<file path="config.mk">
export PLATFORM = sky130hd
export DESIGN_NAME = tcc_axis_select
export DESIGN_NICKNAME = d
export VERILOG_FILES = /design/src/hdl/tcc_pkg.sv /design/src/hdl/tcc_axis_select.sv
export SDC_FILE = /design/constraint.sdc
export NUM_CORES = 1
export LEC_CHECK = 0
export BUFFER_PORTS_ARGS = -buffer_cell sky130_fd_sc_hd__buf_2
export CAP_MARGIN = 20
export CORE_MARGIN = 2
export CORE_UTILIZATION = 55
export DETAILED_ROUTE_END_ITERATION = 8
export PLACE_DENSITY = 0.86
export REMOVE_ABC_BUFFERS = 1
export SLEW_MARGIN = 20
export SYNTH_ARGS = -nofsm -noshare
export SYNTH_HDL_FRONTEND = slang
export SYNTH_SLANG_ARGS = --single-unit
</file>
<file path="constraint.sdc">
create_clock -name vclk -period 10.1
set_input_delay 0.505 -clock vclk [all_inputs]
set_output_delay 0.505 -clock vclk [all_outputs]
set_load 0.02 [all_outputs]
</file>
<file path="src/hdl/tcc_pkg.sv">
// Shared types and helpers for the toroidal circle collision test.
`timescale 1ns / 1ps

package tcc_pkg;

    // Which wrapped offset an axis picked
    typedef enum logic [1:0] {
        CAND_DIRECT,
        CAND_MINUS,
        CAND_PLUS
    } cand_sel_t;

    // Result flags handed from the distance evaluator to the result register
    typedef struct packed {
        logic colliding;
        logic contains;
    } tcc_flags_t;

    // First candidate of minimal magnitude, scanned direct, minus, plus
    function automatic cand_sel_t pick_first_min(
        input logic m1_lt_m0,
        input logic m2_lt_m0,
        input logic m2_lt_m1
    );
        cand_sel_t sel;
        if (m1_lt_m0)
        begin
            sel = m2_lt_m1 ? CAND_PLUS : CAND_MINUS;
        end
        else
        begin
            sel = m2_lt_m0 ? CAND_PLUS : CAND_DIRECT;
        end
        return sel;
    endfunction

endpackage

</file>
<file path="src/hdl/tcc_axis_select.sv">
// Minimum-image offset selection for one axis.
`timescale 1ns / 1ps

module tcc_axis_select
    import tcc_pkg::*;
#(
    parameter int COORD_BITS = 20
) (
    input  logic [COORD_BITS-1:0]        self_pos,
    input  logic [COORD_BITS-1:0]        other_pos,
    input  logic [COORD_BITS-1:0]        world_size,
    output logic signed [COORD_BITS:0]   offset,
    output logic [COORD_BITS-1:0]        magnitude
);

    localparam int CW = COORD_BITS + 2;

    logic signed [CW-1:0]     diff;
    logic signed [CW-1:0]     diff_minus;
    logic signed [CW-1:0]     diff_plus;
    logic signed [CW-1:0]     world_ext;
    logic [COORD_BITS:0]      mag_direct;
    logic [COORD_BITS:0]      mag_minus;
    logic [COORD_BITS:0]      mag_plus;
    logic [COORD_BITS:0]      mag_pick;
    logic signed [CW-1:0]     chosen;
    cand_sel_t                sel;

    function automatic logic [COORD_BITS:0] abs_val(input logic signed [CW-1:0] v);
        logic signed [CW-1:0] a;
        a = v[CW-1] ? -v : v;
        return a[COORD_BITS:0];
    endfunction

    assign world_ext  = $signed({2'b00, world_size});
    assign diff       = $signed({2'b00, other_pos}) - $signed({2'b00, self_pos});
    assign diff_minus = diff - world_ext;
    assign diff_plus  = diff + world_ext;

    assign mag_direct = abs_val(diff);
    assign mag_minus  = abs_val(diff_minus);
    assign mag_plus   = abs_val(diff_plus);

    assign sel = pick_first_min(mag_minus < mag_direct,
                                mag_plus  < mag_direct,
                                mag_plus  < mag_minus);

    always_comb
    begin
        case (sel)
            CAND_DIRECT:
            begin
                chosen   = diff;
                mag_pick = mag_direct;
            end
            CAND_MINUS:
            begin
                chosen   = diff_minus;
                mag_pick = mag_minus;
            end
            CAND_PLUS:
            begin
                chosen   = diff_plus;
                mag_pick = mag_plus;
            end
            default:
            begin
                chosen   = diff;
                mag_pick = mag_direct;
            end
        endcase
    end

    // The pick never exceeds |diff|, so both narrow safely
    assign offset    = chosen[COORD_BITS:0];
    assign magnitude = mag_pick[COORD_BITS-1:0];

endmodule

</file>
==> metrics, run 1 <==
status=complete, no violations; Tot GR Track Use=29.6%; DP HPWL=17.6 mm; Tcrit/Tclk final=93.0%; Filler Cells Inserted=1198; die width=117 um; post-CTS setup buffer count=0; Resize count post-CTS=0; CP Capture Type=output pin; vias in the first global route=7241; worst relative slew slack=27.1%; Worst Path Buf+Inv=5; Worst Tran Pin Value=1.09 ns; largest net degree at the start of global routing=23; Die H=117 um; # setup viols final=0; cell area after synthesis=7020 um2; DR WL/cell=16.9 um; post-synthesis sequential area ratio=0%; Mean Syn Cell Area=7.06 um2; post-route setup TNS=0 ns; CP Class=input port to output pin; Layout area overhead=8.91%; I/O Pins=101; fin crit period=9.40 ns; CP Launch Point=other_pos[0]; Worst Hold Class=input port to output pin; gr ovfl total=0; critical path depth=29; most common cell after layout, fill and taps aside=ha_1; RSZ-0062 raised after global routing=no; # Max-Cap Violations=0; initial antenna violation count=0; Critical Path Sink=offset[8]; Seq cells=0; Clock buffer cells=0; num rows=41; Initial Utilization=56.1%; first-pass GRT wire length=33.4 mm; hold wc startpoint=world_size[0]; Max Fclk=106 MHz; count of different cell masters after synthesis=78; Vias=7918; CP Launch Type=input port; I/O Buffers=101; Initial DRC Count=884; # DRC=0; CP top delay family=compound AO/OA/AOI/OAI gates; synthesized instance count=994; fraction of layout cells with a size suffix above 1=13.9%; drt pass-1 iters=5; Routed WL=20.9 mm; most frequent cells in the layout=125 x ha_1, 101 x buf_2, 99 x nor2_1; fin nets=1259; ant diodes=0; core area=12500 um2; final hold viol count=0; flip-flop and latch area=0 um2; remaining antenna violation count=0; Crit Path Max Fanout=16; CP max-delay cell=a311oi_2; die area=13700 um2; slowest stage delay, CP=0.61 ns; Final GP Congestion=0.968; Post-CTS Hold Buffers=0; Ys Warns=0; Avg Vias per Cell=6.38; CP arrival=8.89 ns; Slew Viols, Final=0; Required @ worst endpoint=9.60 ns
==> worst min-delay path by stage <==
stage | to | slack, ns | cells after the start
6_report | magnitude[0] | 1.54 | 5
5_1_grt | offset[0] | 1.59 | 4
4_1_cts | magnitude[0] | 1.54 | 5
3_5_place_dp | magnitude[0] | 1.54 | 5
3_3_place_gp | magnitude[0] | 1.53 | 5
2_1_floorplan | offset[0] | 1.36 | 3
==> synth_stat cells, types with 4 or more instances <==
master	instances	area, um2
a2111oi_0	6	52.6
a211o_1	7	61.3
a211oi_1	17	128
a21boi_0	6	45.0
a21o_1	31	233
a21oi_1	73	365
a221o_1	22	220
a22oi_1	5	37.5
a31o_2	4	35.0
a31oi_1	10	62.6
and2_1	4	25.0
and3_1	8	50.1
buf_2	6	30.0
buf_4	10	75.1
clkbuf_1	18	67.6
ha_1	125	1560
inv_1	98	368
mux2i_1	4	40.0
nand2_1	58	218
nand2b_1	16	100
nand3_1	10	50.1
nand4_1	15	93.8
nor2_1	99	372
nor2b_1	19	119
nor3_1	24	120
nor3b_1	4	30.0
nor4_1	5	31.3
o2111a_1	5	56.3
o211ai_1	18	135
o21a_1	12	90.1
o21ai_0	43	215
o21ai_1	5	25.0
o221ai_1	13	114
o22ai_1	4	25.0
o31ai_1	6	45.0
or2_2	4	25.0
or3_1	10	62.6
or4_1	5	37.5
xnor2_1	70	613
xor2_1	29	254
==> final cells by class <==
class	count	area (um2)	share of cell area, %
Inverter	98	368	4.81
Timing Repair Buffer	111	581	7.59
Tap cell	172	215	2.82
Multi-Input combinational cell	860	6480	84.8
==> cells by family after synthesis <==
| logic type | share of synthesized area, % |
|---|---|
| compound gates | 33.5 |
| simple gates | 21.9 |
| buf+inv | 8.02 |
| fa+ha+maj | 23.1 |
| xor+xnor | 12.6 |
| mux | 0.891 |
==> per-layer routing <==
layer	vias to the layer above	GRT usage [%]	share of wire, %
met2	433	52.0	46
met3	72	1.49	7.7
met1	3591	39.3	43
li1	3822	-	-
met4	0	8.86	3.7
met5	-	0	0
==> tightest hold or removal path, stage by stage <==
cell,delay (ns)
buf_2,0.09
ha_1,0.17
nand2_1,0.06
o21ai_0,0.06
buf_2,0.16
==> metrics by stage <==
stage	hold slack, ns	cell area, um2	setup WS [ns]	util, %	cells
6_report	1.54	7640	0.703	61.1	1241
5_1_grt	1.59	7640	0.287	61.1	1241
4_1_cts	1.54	7630	0.741	61.0	1241
3_5_place_dp	1.54	7630	0.768	61.0	1241
3_3_place_gp	1.53	7630	0.936	61.0	1241
2_1_floorplan	1.36	6820	0.680	-	958
Power of run 1 is not shown: default switching activity piles up to over one toggle a cycle in this logic, so the estimate is an artifact.
==> run 2: changes to the inputs <==
Settings changed: GPL_TIMING_DRIVEN from default to 0.
==> metrics, run 2 (synthesis results as in run 1) <==
status=complete, no violations; I/O Pins=101 (unchanged); post-layout util=61.3% (+0.24 points); most numerous cell on the critical path=inv_1; vias in the first global route=7158 (-1.1%); # setup viols final=0 (unchanged); Clock buffer cells=0 (unchanged); first-pass GRT wire length=32.9 mm (-1.4%); met1 Usage GRT=39.5% (+0.21 points); met2 usage=49.6% (-2.4 points); CP Capture Type=output pin; Crit Path Max Fanout=21 (+5); RSZ-0062 raised after global routing=no; CP max-delay cell=nor4b_1; initial antenna violation count=0 (unchanged); fin nets=1253 (-0.48%); # Max-Cap Violations=0 (unchanged); Avg Vias per Cell=6.32 (-0.90%); remaining antenna violation count=0 (unchanged); Initial Utilization=56.1% (unchanged); ant diodes=0 (unchanged); Initial DRC Count=815 (-7.8%); drt pass-1 iters=6 (+1); Die H=117 um (unchanged); GRT busiest layer=met2; CP arrival=8.90 ns (about the same); slowest stage delay, CP=0.62 ns (about the same); Worst Hold Class=input port to output pin; CP Class=input port to output pin; gr ovfl total=0 (unchanged); Required @ worst endpoint=9.60 ns (about the same); die area=13700 um2 (unchanged); worst relative slew slack=26.6% (-0.47 points); routing usage on met3=1.39% (-0.10 points); Max Fclk=106 MHz (about the same); fraction of layout cells with a size suffix above 1=13.7% (-0.20 points); CP Launch Type=input port; CP top delay family=compound AO/OA/AOI/OAI gates; Hold WS=1.54 ns (+0.00220 ns); Seq cells=0 (unchanged); die width=117 um (unchanged); num rows=41 (unchanged); Post-CTS Hold Buffers=0 (unchanged); core area=12500 um2 (unchanged); flip-flop and latch area=0 um2 (unchanged); Filler Cells Inserted=1170 (-2.3%); largest net degree at the start of global routing=22 (-4.3%); Tcrit/Tclk final=93.1% (about the same); I/O Buffers=101 (unchanged); Slew Viols, Final=0 (unchanged); fin crit period=9.41 ns (+0.00772 ns); Worst Tran Pin Value=1.09 ns (+0.000383 ns); most common cell after layout, fill and taps aside=ha_1; Layout area overhead=9.34%; final hold viol count=0 (unchanged); DP HPWL=16.8 mm (-4.6%); Vias=7809 (-1.4%); Final GP Congestion=0.931 (-3.8%); DR WL/cell=16.2 um (-3.9%); # DRC=0 (unchanged); most frequent cells in the layout=125 x ha_1, 101 x buf_2, 98 x inv_1, 98 x nor2_1, 72 x a21oi_1; Tot GR Track Use=28.9% (-0.72 points); Routed WL=20.0 mm (-4.4%); Worst Path Buf+Inv=7 (+2); post-route setup TNS=0 ns (unchanged)
[run 2: cell types whose count changed in the layout (fill, tap and decap cells not counted), sizes merged]
cell,previous run,this run
buf,111,105
[run 2: area by class of cell]
cell class	count	area, um2	share of cell area [%]
Inverter	98	368	4.79
Multi-Input combinational cell	860	6510	84.8
Tap cell	172	215	2.80
Timing Repair Buffer	105	583	7.60
[run 2: tightest hold or removal path, delay by kind of cell]
| kind | cells | cell delay, ns |
|---|---|---|
| buffers and inverters | 2 | 0.26 |
| AO/OA/AOI/OAI | 1 | 0.11 |
| adder cells (fa/ha/maj) | 1 | 0.17 |
[run 2: final timing paths]
| check | end | cells after the start | startpoint | slack, ns |
|---|---|---|---|---|
| worst max-delay path | offset[7] | 31 | other_pos[0] | 0.69 |
| worst min-delay path | offset[0] | 4 | world_size[0] | 1.54 |
[run 2: per-layer routing]
layer	vias up	part of all wire, %
li1	3816	-
met1	3582	44
met3	54	6.9
met2	357	46
met4	0	2.9
met5	-	0
[run 2: timing repair]
| item | in CTS | in global routing |
|---|---|---|
| gates resized for setup | 0 | 4 |
| endpoints found under the setup margin | 0 | 33 |
| hold endpoints to repair | 0 | 0 |
| buffers inserted | 0 | 0 |
[run 2: through the flow]
stage / setup WS, ns / cell area [um2] / instances
after floorplan: 0.680 / 6820 / 958
after global placement: -2.28 / 7540 / 1231
after detailed placement: 0.191 / 7650 / 1235
after CTS: 0.152 / 7650 / 1235
after global routing: 0.159 / 7670 / 1235
final: 0.695 / 7670 / 1235
Power of run 2 is left out for the same reason.
==> run 3: changes to the inputs <==
Settings changed: CELL_PAD_IN_SITES_DETAIL_PLACEMENT from default to 1, CELL_PAD_IN_SITES_GLOBAL_PLACEMENT from default to 2, CORE_UTILIZATION 55 to 34, PLACE_DENSITY 0.86 to 0.93.
==> metrics, run 3 (synthesis results as in run 1) <==
status=complete, no violations; Hold WS=1.53 ns (-0.0105 ns); fin crit period=9.61 ns (+0.207 ns); Vias=7677 (-1.7%); Post-CTS Hold Buffers=0 (unchanged); largest net degree at the start of global routing=25 (+14%); gr ovfl total=0 (unchanged); die area=21800 um2 (+59%); Routed WL=24.2 mm (+21%); most numerous cell on the critical path=inv_1; Layout area overhead=11.5%; Initial DRC Count=292 (-64%); post-route setup TNS=0 ns (unchanged); CP max-delay cell=nor2_2; Die H=148 um (+26%); final hold viol count=0 (unchanged); num rows=52 (+27%); vias in the first global route=7823 (+9.3%); ant diodes=0 (unchanged); flip-flop and latch area=0 um2 (unchanged); slowest stage delay, CP=0.66 ns (+0.04 ns); Clock buffer cells=0 (unchanged); Avg Vias per Cell=5.75 (-9.0%); die width=148 um (+26%); Initial Utilization=34.7% (-21 points); DR WL/cell=18.2 um (+12%); RSZ-0062 raised after global routing=no; CP Capture Type=output pin; post-CTS setup buffer count=0 (unchanged); Slew Viols, Final=0 (unchanged); Worst Tran Pin Value=0.847 ns (-0.247 ns); CP Class=input port to output pin; # setup viols final=0 (unchanged); Crit Path Max Fanout=21 (unchanged); CP Launch Type=input port; # DRC=0 (unchanged); Tot GR Track Use=21.3% (-7.6 points); Place WS=-0.206 ns (-0.397 ns); I/O Pins=101 (unchanged); CP arrival=9.11 ns (+0.21 ns); DP HPWL=20.8 mm (+24%); Tcrit/Tclk final=95.2% (+2.1 points); # Max-Cap Violations=0 (unchanged); Filler Cells Inserted=2620 (+120%); fin nets=1254 (+0.080%); Worst Hold Class=input port to output pin; Required @ worst endpoint=9.60 ns (about the same); worst relative slew slack=42.1% (+15 points); Seq cells=0 (unchanged); I/O Buffers=101 (unchanged); remaining antenna violation count=0 (unchanged); first-pass GRT wire length=38.9 mm (+18%); final setup margin=0.488 ns (-0.207 ns); most frequent cells in the layout=125 x ha_1, 101 x buf_2, 98 x inv_1, 98 x nor2_1, 72 x a21oi_1; Final GP Congestion=0.878 (-5.7%); drt pass-1 iters=6 (unchanged); most common cell after layout, fill and taps aside=ha_1; Max Fclk=104 MHz (-2.2%); initial antenna violation count=0 (unchanged); fraction of layout cells with a size suffix above 1=14.1% (+0.36 points); core area=20200 um2 (+62%)
## run 3: routing by layer
layer / vias up / wire length (um) / track usage [%]
met2: 105 / 11900 / 39.8
met5: - / 0 / 0
met4: 0 / 252 / 2.50
met1: 3735 / 11500 / 28.1
met3: 16 / 553 / 0.586
li1: 3821 / - / -
## run 3: critical path: cells and delay by family
family                   cells  cell delay (ns)
AO/OA/AOI/OAI               12             3.55
AND/OR/NAND/NOR              5             1.97
adder cells (fa/ha/maj)      4             1.38
buffers and inverters        7             1.01
XOR/XNOR                     2             0.66
## run 3: repair_timing
action	in CTS	in global routing
pin swaps	0	1
gates cloned	0	1
setup endpoints to repair	12	38
gates resized for setup	1	7
## run 3: final timing paths
| check | endpoint | depth (start not counted) | startpoint | slack, ns |
|---|---|---|---|---|
| setup / recovery | offset[13] | 30 | other_pos[0] | 0.49 |
| hold / removal | magnitude[0] | 5 | world_size[0] | 1.53 |
## run 3: per-stage QoR
step	util (%)	cells	instance area [um2]
finish	38.7	1334	7830
global route	38.7	1334	7830
CTS	38.4	1333	7780
detailed placement	38.4	1333	7780
global placement	37.9	1329	7670
floorplan	-	958	6820
## run 3: layout make-up
type               count  area, um2  area share [%]
inverters             98        368            4.70
repair buffers       105        576            7.35
multi-input cells    861       6550            83.6
well taps            270        338            4.32
Power of run 3 is left out for the same reason.
